[src/rtl/lpwf_pkg.sv]
// Shared constants and character helpers for the longest palindrome word finder.
// No dependencies.
package lpwf_pkg;

  localparam int BYTE_W = 8;
  localparam int CHAR_W = 7;
  localparam int LEN_W  = 6;

  // item kinds carried in tuser on the input side
  localparam logic MODE_TEXT = 1'b0;
  localparam logic MODE_END  = 1'b1;

  localparam logic [BYTE_W-1:0] ASCII_0     = 8'h30;
  localparam logic [BYTE_W-1:0] ASCII_9     = 8'h39;
  localparam logic [BYTE_W-1:0] ASCII_UP_A  = 8'h41;
  localparam logic [BYTE_W-1:0] ASCII_UP_Z  = 8'h5A;
  localparam logic [BYTE_W-1:0] ASCII_LO_A  = 8'h61;
  localparam logic [BYTE_W-1:0] ASCII_LO_Z  = 8'h7A;
  localparam logic [BYTE_W-1:0] ASCII_CASE  = 8'h20;

  function automatic logic is_upper(input logic [BYTE_W-1:0] b);
    return (b >= ASCII_UP_A) && (b <= ASCII_UP_Z);
  endfunction

  function automatic logic is_word_char(input logic [BYTE_W-1:0] b);
    return ((b >= ASCII_0) && (b <= ASCII_9)) || is_upper(b) ||
           ((b >= ASCII_LO_A) && (b <= ASCII_LO_Z));
  endfunction

  function automatic logic [CHAR_W-1:0] to_lower(input logic [BYTE_W-1:0] b);
    logic [BYTE_W-1:0] v;
    v = is_upper(b) ? (b + ASCII_CASE) : b;
    return v[CHAR_W-1:0];
  endfunction

endpackage

[src/rtl/longest_palindrome_word_finder.sv]
// Longest palindrome word finder: byte stream in, best palindrome word out per text.
// Depends on lpwf_pkg.
//
// Text bytes (in_tuser = 0) are taken one per cycle while a word is being built.
// A separator or end-of-text item that closes a word of two or more characters which
// could beat the current best starts a compare sequencer: one comparator walks the
// word from both ends, one character pair at a time through the two read ports of
// the word memory, and no input is taken meanwhile. Word and best word live
// in two banks of one memory; a winning word is kept by swapping banks, not copied.
// The report after end of text reads the best bank back one character per result,
// or gives one result with none_found set. A result waiting in the output register
// does not stop new input items from being taken.
module longest_palindrome_word_finder
  import lpwf_pkg::*;
#(
  parameter int MAX_WORD = 32
) (
  input  logic        clk,
  input  logic        rst_n,
  input  logic        in_tvalid,
  output logic        in_tready,
  input  logic [7:0]  in_tdata,   // [7:0] char_in
  input  logic        in_tuser,   // [0] mode
  output logic        out_tvalid,
  input  logic        out_tready,
  output logic [15:0] out_tdata,  // [6:0] out_char, [12:7] out_length, [15:13] zero
  output logic        out_tuser,  // [0] none_found
  output logic        out_tlast   // last
);

  localparam int AW = (MAX_WORD > 1) ? $clog2(MAX_WORD) : 1;
  localparam logic [LEN_W-1:0] MAX_LEN = LEN_W'(MAX_WORD);

  typedef enum logic [2:0] {
    S_IDLE,
    S_CK_RD,
    S_CK_CMP,
    S_RP_RD,
    S_RP_OUT,
    S_RP_NONE
  } state_t;

  state_t            state_r, state_nxt;
  logic [LEN_W-1:0]  word_len_r, word_len_nxt;
  logic [LEN_W-1:0]  best_len_r, best_len_nxt;
  logic              ovf_r, ovf_nxt;
  logic              sel_r, sel_nxt;      // bank holding the best word
  logic              rpt_r, rpt_nxt;      // report follows the current close
  logic [AW-1:0]     lo_r, lo_nxt;
  logic [AW-1:0]     hi_r, hi_nxt;
  logic [AW-1:0]     k_r, k_nxt;
  logic              out_valid_r, out_valid_nxt;
  logic [CHAR_W-1:0] out_char_r, out_char_nxt;
  logic [LEN_W-1:0]  out_len_r, out_len_nxt;
  logic              out_none_r, out_none_nxt;
  logic              out_last_r, out_last_nxt;

  // two-bank character memory, one write port and two registered read ports
  logic [CHAR_W-1:0] mem_r [2][MAX_WORD];
  logic              mem_we;
  logic [AW-1:0]     mem_widx;
  logic [CHAR_W-1:0] mem_wdata;
  logic              rd_bank;
  logic [AW-1:0]     rd_a_idx, rd_b_idx;
  logic [CHAR_W-1:0] rd_a_r, rd_b_r;

  logic              out_free;
  logic              in_fire;
  logic              close_req;
  logic              report;
  logic [LEN_W-1:0]  best_after;

  assign in_tready  = (state_r == S_IDLE);
  assign in_fire    = in_tvalid && in_tready;
  assign out_free   = !out_valid_r || out_tready;
  assign out_tvalid = out_valid_r;
  assign out_tdata  = {3'b000, out_len_r, out_char_r};
  assign out_tuser  = out_none_r;
  assign out_tlast  = out_last_r;

  always_comb begin
    state_nxt     = state_r;
    word_len_nxt  = word_len_r;
    best_len_nxt  = best_len_r;
    ovf_nxt       = ovf_r;
    sel_nxt       = sel_r;
    rpt_nxt       = rpt_r;
    lo_nxt        = lo_r;
    hi_nxt        = hi_r;
    k_nxt         = k_r;
    out_valid_nxt = out_valid_r && !out_tready;
    out_char_nxt  = out_char_r;
    out_len_nxt   = out_len_r;
    out_none_nxt  = out_none_r;
    out_last_nxt  = out_last_r;
    mem_we        = 1'b0;
    mem_widx      = word_len_r[AW-1:0];
    mem_wdata     = to_lower(in_tdata);
    rd_bank       = !sel_r;
    rd_a_idx      = lo_r;
    rd_b_idx      = hi_r;
    close_req     = (in_tuser == MODE_END) || !is_word_char(in_tdata);
    report        = rpt_r;
    best_after    = best_len_r;

    unique case (state_r)
      S_IDLE: begin
        if (in_fire) begin
          if (!close_req) begin
            if (word_len_r < MAX_LEN) begin
              mem_we       = 1'b1;
              word_len_nxt = word_len_r + 1'b1;
            end else begin
              ovf_nxt = 1'b1;
            end
          end else begin
            report  = (in_tuser == MODE_END);
            rpt_nxt = report;
            lo_nxt  = '0;
            hi_nxt  = AW'(word_len_r - 1'b1);
            if (!ovf_r && (word_len_r > best_len_r) && (word_len_r != LEN_W'(1))) begin
              state_nxt = S_CK_RD;
            end else begin
              // a single character is a palindrome; anything else cannot win
              if (!ovf_r && (word_len_r > best_len_r)) begin
                sel_nxt    = !sel_r;
                best_after = word_len_r;
              end
              best_len_nxt = best_after;
              word_len_nxt = '0;
              ovf_nxt      = 1'b0;
              k_nxt        = '0;
              if (report) begin
                state_nxt = (best_after == '0) ? S_RP_NONE : S_RP_RD;
              end
            end
          end
        end
      end
      S_CK_RD: begin
        state_nxt = S_CK_CMP;
      end
      S_CK_CMP: begin
        if ((rd_a_r == rd_b_r) && (({1'b0, lo_r} + 2'd2) < {1'b0, hi_r})) begin
          lo_nxt    = lo_r + 1'b1;
          hi_nxt    = hi_r - 1'b1;
          state_nxt = S_CK_RD;
        end else begin
          if (rd_a_r == rd_b_r) begin
            sel_nxt    = !sel_r;
            best_after = word_len_r;
          end
          best_len_nxt = best_after;
          word_len_nxt = '0;
          ovf_nxt      = 1'b0;
          k_nxt        = '0;
          if (rpt_r) begin
            state_nxt = (best_after == '0) ? S_RP_NONE : S_RP_RD;
          end else begin
            state_nxt = S_IDLE;
          end
        end
      end
      S_RP_RD: begin
        rd_bank   = sel_r;
        rd_a_idx  = k_r;
        state_nxt = S_RP_OUT;
      end
      S_RP_OUT: begin
        // hold the read address so the character survives an output stall
        rd_bank  = sel_r;
        rd_a_idx = k_r;
        if (out_free) begin
          out_valid_nxt = 1'b1;
          out_char_nxt  = rd_a_r;
          out_len_nxt   = best_len_r;
          out_none_nxt  = 1'b0;
          out_last_nxt  = ((LEN_W'(k_r) + 1'b1) == best_len_r);
          if ((LEN_W'(k_r) + 1'b1) == best_len_r) begin
            best_len_nxt = '0;
            rpt_nxt      = 1'b0;
            state_nxt    = S_IDLE;
          end else begin
            k_nxt     = k_r + 1'b1;
            state_nxt = S_RP_RD;
          end
        end
      end
      S_RP_NONE: begin
        if (out_free) begin
          out_valid_nxt = 1'b1;
          out_char_nxt  = '0;
          out_len_nxt   = '0;
          out_none_nxt  = 1'b1;
          out_last_nxt  = 1'b1;
          rpt_nxt       = 1'b0;
          state_nxt     = S_IDLE;
        end
      end
      default: begin
        state_nxt = S_IDLE;
      end
    endcase
  end

  always_ff @(posedge clk) begin
    if (mem_we) begin
      mem_r[!sel_r][mem_widx] <= mem_wdata;
    end
    rd_a_r <= mem_r[rd_bank][rd_a_idx];
    rd_b_r <= mem_r[rd_bank][rd_b_idx];
  end

  always_ff @(posedge clk) begin
    if (!rst_n) begin
      state_r     <= S_IDLE;
      word_len_r  <= '0;
      best_len_r  <= '0;
      ovf_r       <= 1'b0;
      sel_r       <= 1'b0;
      rpt_r       <= 1'b0;
      out_valid_r <= 1'b0;
    end else begin
      state_r     <= state_nxt;
      word_len_r  <= word_len_nxt;
      best_len_r  <= best_len_nxt;
      ovf_r       <= ovf_nxt;
      sel_r       <= sel_nxt;
      rpt_r       <= rpt_nxt;
      out_valid_r <= out_valid_nxt;
    end
    lo_r       <= lo_nxt;
    hi_r       <= hi_nxt;
    k_r        <= k_nxt;
    out_char_r <= out_char_nxt;
    out_len_r  <= out_len_nxt;
    out_none_r <= out_none_nxt;
    out_last_r <= out_last_nxt;
  end

endmodule

[config.mk]
export PLATFORM = sky130hd
export DESIGN_NAME = longest_palindrome_word_finder
export DESIGN_NICKNAME = d
export VERILOG_FILES = /design/src/rtl/lpwf_pkg.sv /design/src/rtl/longest_palindrome_word_finder.sv
export SDC_FILE = /design/constraint.sdc
export NUM_CORES = 1
export LEC_CHECK = 0
export CAP_MARGIN = 20
export CELL_PAD_IN_SITES_DETAIL_PLACEMENT = 2
export CELL_PAD_IN_SITES_GLOBAL_PLACEMENT = 2
export CORE_ASPECT_RATIO = 1.75
export CORE_MARGIN = 5
export CORE_UTILIZATION = 49
export CTS_BUF_LIST = sky130_fd_sc_hd__clkbuf_2
export CTS_CLUSTER_DIAMETER = 150
export DETAILED_ROUTE_END_ITERATION = 10
export DONT_BUFFER_PORTS = 1
export PLACE_DENSITY = 0.92
export SLEW_MARGIN = 15
export SYNTH_ARGS = -nofsm -noshare
export SYNTH_HDL_FRONTEND = slang
export SYNTH_SLANG_ARGS = --single-unit
[constraint.sdc]
create_clock -name clk -period 9 [get_ports clk]
set_clock_uncertainty 0.05 [all_clocks]
set_input_delay 0.45 -clock clk [delete_from_list [all_inputs] [get_ports clk]]
set_output_delay 0.45 -clock clk [all_outputs]
set_load 0.05 [all_outputs]
# [Word level (Yosys, flattened, before mapping)]
# Memory sizes are Yosys's and may differ from the RTL's.
# Cells that the tools add are included.
# W data, S select, Z words.
[totals] reg_bits=63 word_cells=196 mem_bits_rw=448 n_memories=1
[op_classes] n_mux=96 reduce_logical=36 n_bitwise=3 n_lt_le_gt_ge=13 n_eq_ne=23 n_addsub=8
[mem_list] memory="mem_r" depth=2 word_bits=224 read_ports=1 rd_ports_with_merged_regs=0 write_ports=1 line_no="longest_palindrome_word_finder.sv:59" text="logic [CHAR_W-1:0] mem_r [2][MAX_WORD];"
[ops] op="$mux W224" n=1
[ops] op="$mux W6" n=21
[ops] op="$bmux W7 S5" n=2
[ops] op="$mux W5" n=13
[ops] op="$mux W7" n=8
[ops] op="$demux W7 S5" n=1
[ops] op="$mux W3" n=10
[ops] op="$mux W1" n=26
[ops] op="$pmux W6 S2" n=2
[ops] op="$reduce_and A7 Y1" n=3
[ops] op="$pmux W5 S2" n=2
[ops] op="$ge A6 B6 Y1 const B" n=3
[ops] op="$not A5 Y6" n=3
[ops] op="$pmux W3 S6" n=1
[ops] op="$pmux W6 S3" n=1
[ops] op="$ge A8 B7 Y1 const B" n=2
[ops] op="$le A8 B7 Y1 const B" n=2
[ops] op="$ne A2 B2 Y1 const B" n=8
[ops] op="$pmux W5 S3" n=1
[ops] op="$reduce_and A5 Y1" n=3
[ops] op="$pmux W7 S2" n=1
[ops] op="$logic_not A6 Y1" n=2
[ops] op="$add A5 B1 Y5 const B" n=2
[ops] op="$sub A5 B1 Y5 const B" n=2
[ops] op="other kinds (32)" n=59

# [Depth between registers and ports, before layout]
# Gate-level depths: netlist of the first run.
[logic_depth] depth_word=16 ltp_mapped=14

# [Worst setup path before layout of the first run]
# Ideal clock, no wire load.
[synth_timing] path_type="input port to flip-flop" from="input port in_tdata[7]" to="memory mem_r[0][104] (netlist bit) (data pin)" stages=4 path_slack_ns=4.508 t_required_ns=8.225 arrival_time_ns=3.717 path_cell_list="nor3_1 -> a31oi_1 -> and2_1 -> a21boi_0"
[synth_between] elab_chain_cells=3
[synth_rtl] item="start, declared" line_no="longest_palindrome_word_finder.sv:22" text="input logic [7:0] in_tdata,"
[synth_rtl] item="$ge A8 B7 Y1 or $le A8 B7 Y1 (tied branches)" line_no="lpwf_pkg.sv:22" text="return (b >= ASCII_UP_A) && (b <= ASCII_UP_Z);"
[synth_rtl] item="$logic_and A1 B1 Y1 *" line_no="lpwf_pkg.sv:22"
[synth_rtl] item="$mux W7 *" line_no="lpwf_pkg.sv:32" text="v = is_upper(b) ? (b + ASCII_CASE) : b;"
[synth_rtl] item="named net mem_wdata[6]" line_no="longest_palindrome_word_finder.sv:62" text="logic [CHAR_W-1:0] mem_wdata;"
[synth_rtl] item="end, declared" line_no="longest_palindrome_word_finder.sv:59"
# The timed path passes the listed nets; every way through them passes the cells marked *.

# [Worst setup path in the final report of the first run]
[layout_timing] from="register state_r[0]" to="register rd_b_r[0]"
[layout_between] elab_chain_cells=7
[layout_rtl] item="start, declared" line_no="longest_palindrome_word_finder.sv:43" text="state_t state_r, state_nxt;"
[layout_rtl] item="start signal, assigned" line_no="longest_palindrome_word_finder.sv:224" text="state_r <= state_nxt;"
[layout_rtl] item="$eq A3 B3 Y1 or $eq A3 B2 Y1 (tied branches)" line_no="longest_palindrome_word_finder.sv:106" text="unique case (state_r)"
[layout_rtl] item="$reduce_or A2 Y1 (no source line) *"
[layout_rtl] item="$mux W1 *" line_no="longest_palindrome_word_finder.sv:106"
[layout_rtl] item="$mem_v2 Z2 W224 *"
[layout_rtl] item="$bmux W7 S5 *" line_no="longest_palindrome_word_finder.sv:211" text="rd_b_r <= mem_r[rd_bank][rd_b_idx];"
[layout_rtl] item="$mux W7 (implied by the code) * (2 in a row)" line_no="longest_palindrome_word_finder.sv:211"
[layout_rtl] item="end signal, assigned" line_no="longest_palindrome_word_finder.sv:211"
[layout_rtl] item="end, declared" line_no="longest_palindrome_word_finder.sv:65" text="logic [CHAR_W-1:0] rd_a_r, rd_b_r;"
# Mark *: on every way between the ends. The rest lies on a longest branch, timed or not. The select of a mux whose other input is x is not followed.
# A chain may end at the register's enable or synchronous reset.

==> flow_summary.yaml, run 1 <==
status:
  status: "finished, final reports clean"
setup_path:
  worstSetupStartpointType: "flop"
  cpMostUsedCell: "a221oi_1"
  path_max_fanout: 52
  r2r_cells: 9
  end_kind: "flop"
  cp_data_required_time_ns: 9.98
  cp.arrival_ns: 6.71
  worstReg2RegEnd: "rd_b_r[0]$_DFF_P_"
  worstPathCellList: "and4bb_4 -> a2111o_2 -> buf_4 -> mux2i_1 -> a32oi_1 -> nand4_1 -> a221oi_1 -> nor2_1 -> a221oi_1"
  r2r_slack_ns: 3.28
  endpoint: "rd_b_r[0]$_DFF_P_"
  cp_slowest_cell: "dfxtp_1"
  crit_start: "state_r[0]$_SDFFE_PN0P_"
  crit_type: "reg2reg"
  crit_path_max_incr_delay_ns: 1.06
  timing.rr.start: "state_r[0]$_SDFFE_PN0P_"
floorplanning:
  boundaryPins: 33
  die_x_um: 182
  rows: 110
  dieHeight_um: 311
  start_util_pct: 49.5
  die_area_um2: 56600
  core_um2: 51300
grt:
  grt_max_degree: 143
  antenna_found_initial: 17
  grt_usage_pct: 45.5
  grt.overflow.total: 0
  grt_pass1_vias: 25000
  grt_first_pass_wirelength_um: 186000
flow_run:
  drv_cap: 0
logic_synthesis:
  synthFlopType: "edfxtp_1"
  synth_top_area_share_pct: 56.5
  synth_area_leaders: "edfxtp_1 (57%), nand2_1 (5.1%), mux2i_1 (3.0%)"
  netlist_area_um2: 25400
  yosys_warnings: 0
  syn_avg_cell_area_um2: 11.3
  synth-seq-cells: 511
  yosysTopAreaCell: "edfxtp_1"
  synthDistinctLibCells: 88
  synthCells: 2249
  synthArstFlopShare_pct: 0
  synth_seq_area_share_pct: 59.1
  synth-edff-count: 478
finish:
  mostFrequentLayoutCells: "edfxtp_1 (478), nand2_1 (345), nor2_1 (183)"
  syn_to_final_growth_pct: 7.37
  stdcell_area_um2: 27300
  nets: 2315
  drive_gt1_share_pct: 12.3
  fin_cells: 3052
  final_common_cell: "edfxtp_1"
timing:
  setup_viol: 0
  worst_slack_ns: 3.28
  drv_slew: 0
  fin_crit_sh_pct: 63.6
  min_period_ns: 5.72
  tightest_slew_ns: 1.32
  finalSetupTns_ns: 0
  hold_ws_ns: 0.0422
  slew_headroom_pct: 11.7
  rsz0062_at_grt: "false"
  hold_viol_final: 0
  max_freq_ghz: 0.175
clock_network:
  cts_sinks: 511
  cts_root_buf: "clkbuf_2"
  cts_buffers: 115
  htree_levels: 3
  tritoncts: "built"
  clockBufferDepth: 3
  path_clk_slew_ns: 0.23
  clk_latency_ns: 1.30
routing:
  wire_per_inst_um: 43.4
  ant_nets: 0
  vias_per_cell: 7.76
  num_vias: 23700
  drc: 0
  first_pass_iters: 6
  drtIter0Drc: 3773
  wirelength_um: 132000
place:
  gp_congestion: 0.974
  dp_hpwl_um: 78400
  dp.cells: 2813
  placed_area_um2: 25900
  place_ws_ns: 4.33
  io_buffers: 0
pwr:
  p_leak_uw: 0.00906
  max-vdd-ir-drop_v: 0.000178
  powerDensity_nw_per_um2: 312
hold_path:
  hold_class: "in2reg"
## area by class of cell
type | instances | area, µm²
fillers | 4953 | 24100
repair buffers | 69 | 683
clock inverters | 48 | 248
diodes | 8 | 20.0
inverters | 28 | 105
flip-flops and latches | 511 | 15000
clock buffers | 159 | 796
well taps | 672 | 841
multi-input cells | 1557 | 9550
## worst max-delay path: cells and delay by family, from the launching register on
kind | cells | cell delay (ns)
buffers and inverters | 1 | 0.68
DFF | 1 | 1.06
AOI/OAI and AO/OA | 4 | 2.58
and+or+nand+nor | 3 | 0.85
muxes | 1 | 0.22
## kinds of logic (layout without fill, tap and decap cells)
group	after synthesis	after routing	synth area share [%]
AO/OA/AOI/OAI	516	516	13.9
AND/OR/NAND/NOR	886	886	16.0
buffers and inverters	183	304	3.69
adder cells (fa/ha/maj)	20	20	0.986
multiplexers	106	106	5.35
flip-flops	511	511	59.1
other	1	11	0.0148
XOR/XNOR	26	26	0.897
## what timing repair did
action	4_1_cts	5_1_grt
buffers inserted	0	0
gates resized for setup	0	0
endpoints found under the hold margin	409	0
hold buffers	19	0
setup endpoints to repair	0	0
## where the power goes
| group | switching, µW | internal [µW] |
|---|---|---|
| registers | 222 | 2730 |
| clock network | 1120 | 540 |
| logic | 2870 | 1010 |
## how the worst min path moves through the flow
| stage | from | end | slack, ns | depth (start not counted) |
|---|---|---|---|---|
| final | in_tdata[6] | mem_r[0][146]$_DFFE_PP_ | 0.04 | 3 |
| after global routing | in_tdata[6] | mem_r[0][146]$_DFFE_PP_ | 0.05 | 3 |
| after CTS | in_tdata[6] | mem_r[0][27]$_DFFE_PP_ | 0.007 | 3 |
| after detailed placement | rpt_r$_SDFFE_PN0P_ | rpt_r$_SDFFE_PN0P_ | 0.45 | 2 |
| after global placement | best_len_r[4]$_SDFFE_PN0P_ | best_len_r[4]$_SDFFE_PN0P_ | 0.43 | 1 |
| after floorplan | rpt_r$_SDFFE_PN0P_ | rpt_r$_SDFFE_PN0P_ | 0.40 | 2 |
## per-layer routing
metal,part of all wire (%),vias up,track usage (%)
li1,-,8767,-
met1,31,11600,49.7
met2,46,2402,71.9
met3,12,933,13.8
met4,11,10,37.9
met5,0.076,-,0.609
## flip-flops by register name, indices dropped and copies added, names as in the netlist, 6 cells and up
register,cells
mem_r,448
out_char_r,7
rd_a_r,7
rd_b_r,7
best_len_r,6
out_len_r,6
word_len_r,6
## through the flow
step	total power, µW	utilization, %
floorplan	5060	-
global placement	6090	50.4
detailed placement	6340	50.4
CTS	8000	52.9
global route	8590	53.1
finish	8500	53.1
## Yosys cell counts (all sizes together), types with 6 or more instances
cell	count
a21boi	9
nand3	113
a32oi	19
o311ai	7
nand4	25
or3	24
o31a	8
nor2b	15
nor2	186
a41oi	6
dfxtp	33
a21oi	102
o221ai	25
nor4	20
nor3	75
o22ai	119
and2	22
a221oi	13
and3	19
mux2i	75
nand2	346
a32o	9
mux4	23
edfxtp	478
a31oi	26
a22oi	14
a211oi	18
o21ai	56
a2111oi	9
mux2	8
ha	20
o31ai	11
clkbuf	63
o21a	6
nor4b	7
xor2	11
nand3b	9
o211ai	9
xnor2	15
a21o	10
inv	28
o32ai	9
buf	92
Power figures use the tool's default switching activity.
==> inputs of run 2 (changes only) <==
- ABC_AREA: not set -> 1
- CORE_UTILIZATION: 49 -> 38
- PLACE_DENSITY: 0.92 -> 0.83
- clock period: 9 -> 4.6 ns (I/O delays scaled with it)
==> run 2 against run 1 <==
Compared with the run above: worst setup slack got worse by 3.0 ns; critical path depth increased by 6; combinational power increased to 2.7 times the previous value; hold slack improved by 0.12 ns; sequential power increased by 96%; routed wire length decreased by 23%; register-to-register slack got worse by 3.0 ns; total power increased by 130%; count of clock-buffer cells in the layout increased by 11; clock power increased by 99%; first-iteration DRC count decreased by 63%; non-clock buffer count increased by 18; largest power group unchanged; highest routed layer unchanged.
==> flow_summary.yaml, run 2 <==
routing:
  drc: 0
  wire_per_inst_um: 26.5
  num_vias: 21800
  drtIter0Drc: 1405
  first_pass_iters: 6
  wirelength_um: 102000
  vias_per_cell: 5.65
  ant_nets: 0
grt:
  grt_first_pass_wirelength_um: 151000
  grt_usage_pct: 28.2
  met1_usage_pct: 28.6
  grt_max_degree: 113
  antenna_found_initial: 2
  use_met2_pct: 51.8
  grt.overflow.total: 0
  grtUsageMet3_pct: 4.10
  grt_pass1_vias: 24600
  top_usage_layer: "met2"
status:
  status: "finished, final reports clean"
pwr:
  p_seq_share_pct: 29.4
  swShare_pct: 52.2
  pwr-share-clk_pct: 16.8
  combPwrFrac_pct: 53.9
  p_sw_uw: 10300
  internal_power_uw: 9390
  max-vdd-ir-drop_v: 0.000517
  p_leak_uw: 0.0117
  powerDensity_nw_per_um2: 709
  power_uw: 19700
logic_synthesis:
  netlist_area_um2: 25200
  synthFlopType: "edfxtp_1"
  synthCells: 2824
  yosysTopAreaCell: "edfxtp_1"
  post-synth-top-count-cell: "nand2_1"
  synth_seq_area_share_pct: 59.6
  synth_top_area_share_pct: 56.9
  synthArstFlopShare_pct: 0
  yosys_warnings: 0
  synth-edff-count: 478
  synth-seq-cells: 511
  synthDistinctLibCells: 35
  synth_area_leaders: "edfxtp_1 (57%), nand2_1 (14%), nand3_1 (9.0%)"
  syn_avg_cell_area_um2: 8.93
  synthTopCellsByCount: "nand2_1 (925), edfxtp_1 (478), nand3_1 (455)"
timing:
  min_period_ns: 4.37
  fin_crit_sh_pct: 94.9
  hold_viol_final: 0
  max_freq_ghz: 0.229
  setup_viol: 0
  tightest_slew_ns: 1.07
  hold_ws_ns: 0.162
  finalSetupTns_ns: 0
  drv_slew: 0
  slew_headroom_pct: 27.8
  rsz0062_at_grt: "false"
setup_path:
  path_max_fanout: 7
  worstSetupStartpointType: "flop"
  end_kind: "flop"
  cp.arrival_ns: 5.44
  cp_data_required_time_ns: 5.67
  crit_type: "reg2reg"
  r2r_slack_ns: 0.23
floorplanning:
  rows: 125
  boundaryPins: 33
  die_x_um: 205
  die_area_um2: 71800
  dieHeight_um: 351
  start_util_pct: 38.1
  core_um2: 66200
finish:
  final_common_cell: "nand2_1"
  syn_to_final_growth_pct: 10.0
  mostFrequentLayoutCells: "nand2_1 (925), edfxtp_1 (478), nand3_1 (455)"
  largest_register: "mem_r"
  stdcell_area_um2: 27700
  nets: 2908
  drive_gt1_share_pct: 9.08
  largest_reg_flops: 448
place:
  placed_area_um2: 26000
  io_buffers: 0
  dp_hpwl_um: 64900
  gp_congestion: 0.877
clock_network:
  cts_sinks: 511
  tritoncts: "built"
  cts_root_buf: "clkbuf_2"
  cts_buffers: 117
  clockBufferDepth: 3
  htree_levels: 3
  clk_latency_ns: 1.19
  path_clk_slew_ns: 0.15
flow_run:
  drv_cap: 0
hold_path:
  hold_class: "in2reg"
[run 2: changes by cell type in the layout (fill, tap and decap cells not counted), moves of 69 or more]
cell	delta
a21oi_1	-83
o21ai_0	+69
mux2i_1	-75
nand3_1	+342
nand2_1	+580
o21ai_1	+109
o22ai_1	-114
inv_1	+267
[run 2: power groups by stage]
stage | registers (µW) | clock network [µW] | logic, µW
after CTS | 5760 | 3360 | 10400
final | 5770 | 3300 | 10600
after detailed placement | 5870 | 0 | 10100
after global routing | 5790 | 3610 | 11300
after global placement | 5850 | 0 | 9580
after floorplan | 5700 | 0 | 6520
[run 2: per-layer routing]
layer  up-vias  part of all wire [%]
met1     11100                    34
li1       9540                     -
met5         -                 0.013
met3       366                   4.7
met4         2                   8.4
met2       857                    53
[run 2: kinds of logic (layout without fill, tap and decap cells)]
group                    after synthesis  after routing  synth area share (%)
AND/OR/NAND/NOR                     1554           1554                  25.9
flip-flops                           511            511                  59.6
buffers and inverters                463            610                  7.80
AO/OA/AOI/OAI                        259            259                  5.19
adder cells (fa/ha/maj)               20             20                 0.993
XOR/XNOR                              16             16                 0.556
other                                  1              4                0.0149
[run 2: timing repair]
item / in CTS / in global routing
endpoints found under the hold margin: 812 / 0
hold buffers: 41 / 0
gates resized for setup: 0 / 2
endpoints found under the setup margin: 0 / 1
setup buffers: 0 / 0
[run 2: metrics by stage]
| stage | setup WS [ns] | util [%] | cells |
|---|---|---|---|
| 2_1_floorplan | 0.645 | - | 2826 |
| 3_3_place_gp | 1.01 | 39.3 | 3602 |
| 3_5_place_dp | 0.831 | 39.3 | 3602 |
| 4_1_cts | 0.111 | 41.8 | 3860 |
| 5_1_grt | 0.0988 | 41.9 | 3863 |
| 6_report | 0.235 | 41.9 | 3863 |
[run 2: layout make-up]
class | instances | area [µm²]
Antenna cell | 1 | 2.50
Tap cell | 889 | 1110
Fill cell | 7258 | 38400
Multi-Input combinational cell | 1852 | 8300
Clock inverter | 47 | 328
Timing Repair Buffer | 87 | 971
Clock buffer | 170 | 851
Sequential cell | 511 | 15000
Inverter | 306 | 1150
[run 2: worst paths after layout]
path | start | to | cells after the start
setup / recovery | best_len_r[5]$_SDFFE_PN0P_ | best_len_r[5]$_SDFFE_PN0P_ | 15
hold / removal | in_tdata[6] | mem_r[1][62]$_DFFE_PP_ | 3
setup reg to reg | best_len_r[5]$_SDFFE_PN0P_ | best_len_r[5]$_SDFFE_PN0P_ | 15
hold reg to reg | rpt_r$_SDFFE_PN0P_ | rpt_r$_SDFFE_PN0P_ | 2
[run 2: worst max-delay path, stage by stage (launching register included)]
cell	delay, ns
dfxtp_1	0.51
inv_1	0.20
ha_1	0.35
nand2_1	0.08
nor2_1	0.18
nand2_1	0.08
nand3_1	0.23
nand3_1	0.21
nor2_2	0.25
nor3_2	0.09
dlygate4sd3_1	0.65
nand3b_1	0.14
nand2_1	0.06
dlygate4sd3_1	0.58
nor2_1	0.09
dlygate4sd3_1	0.57
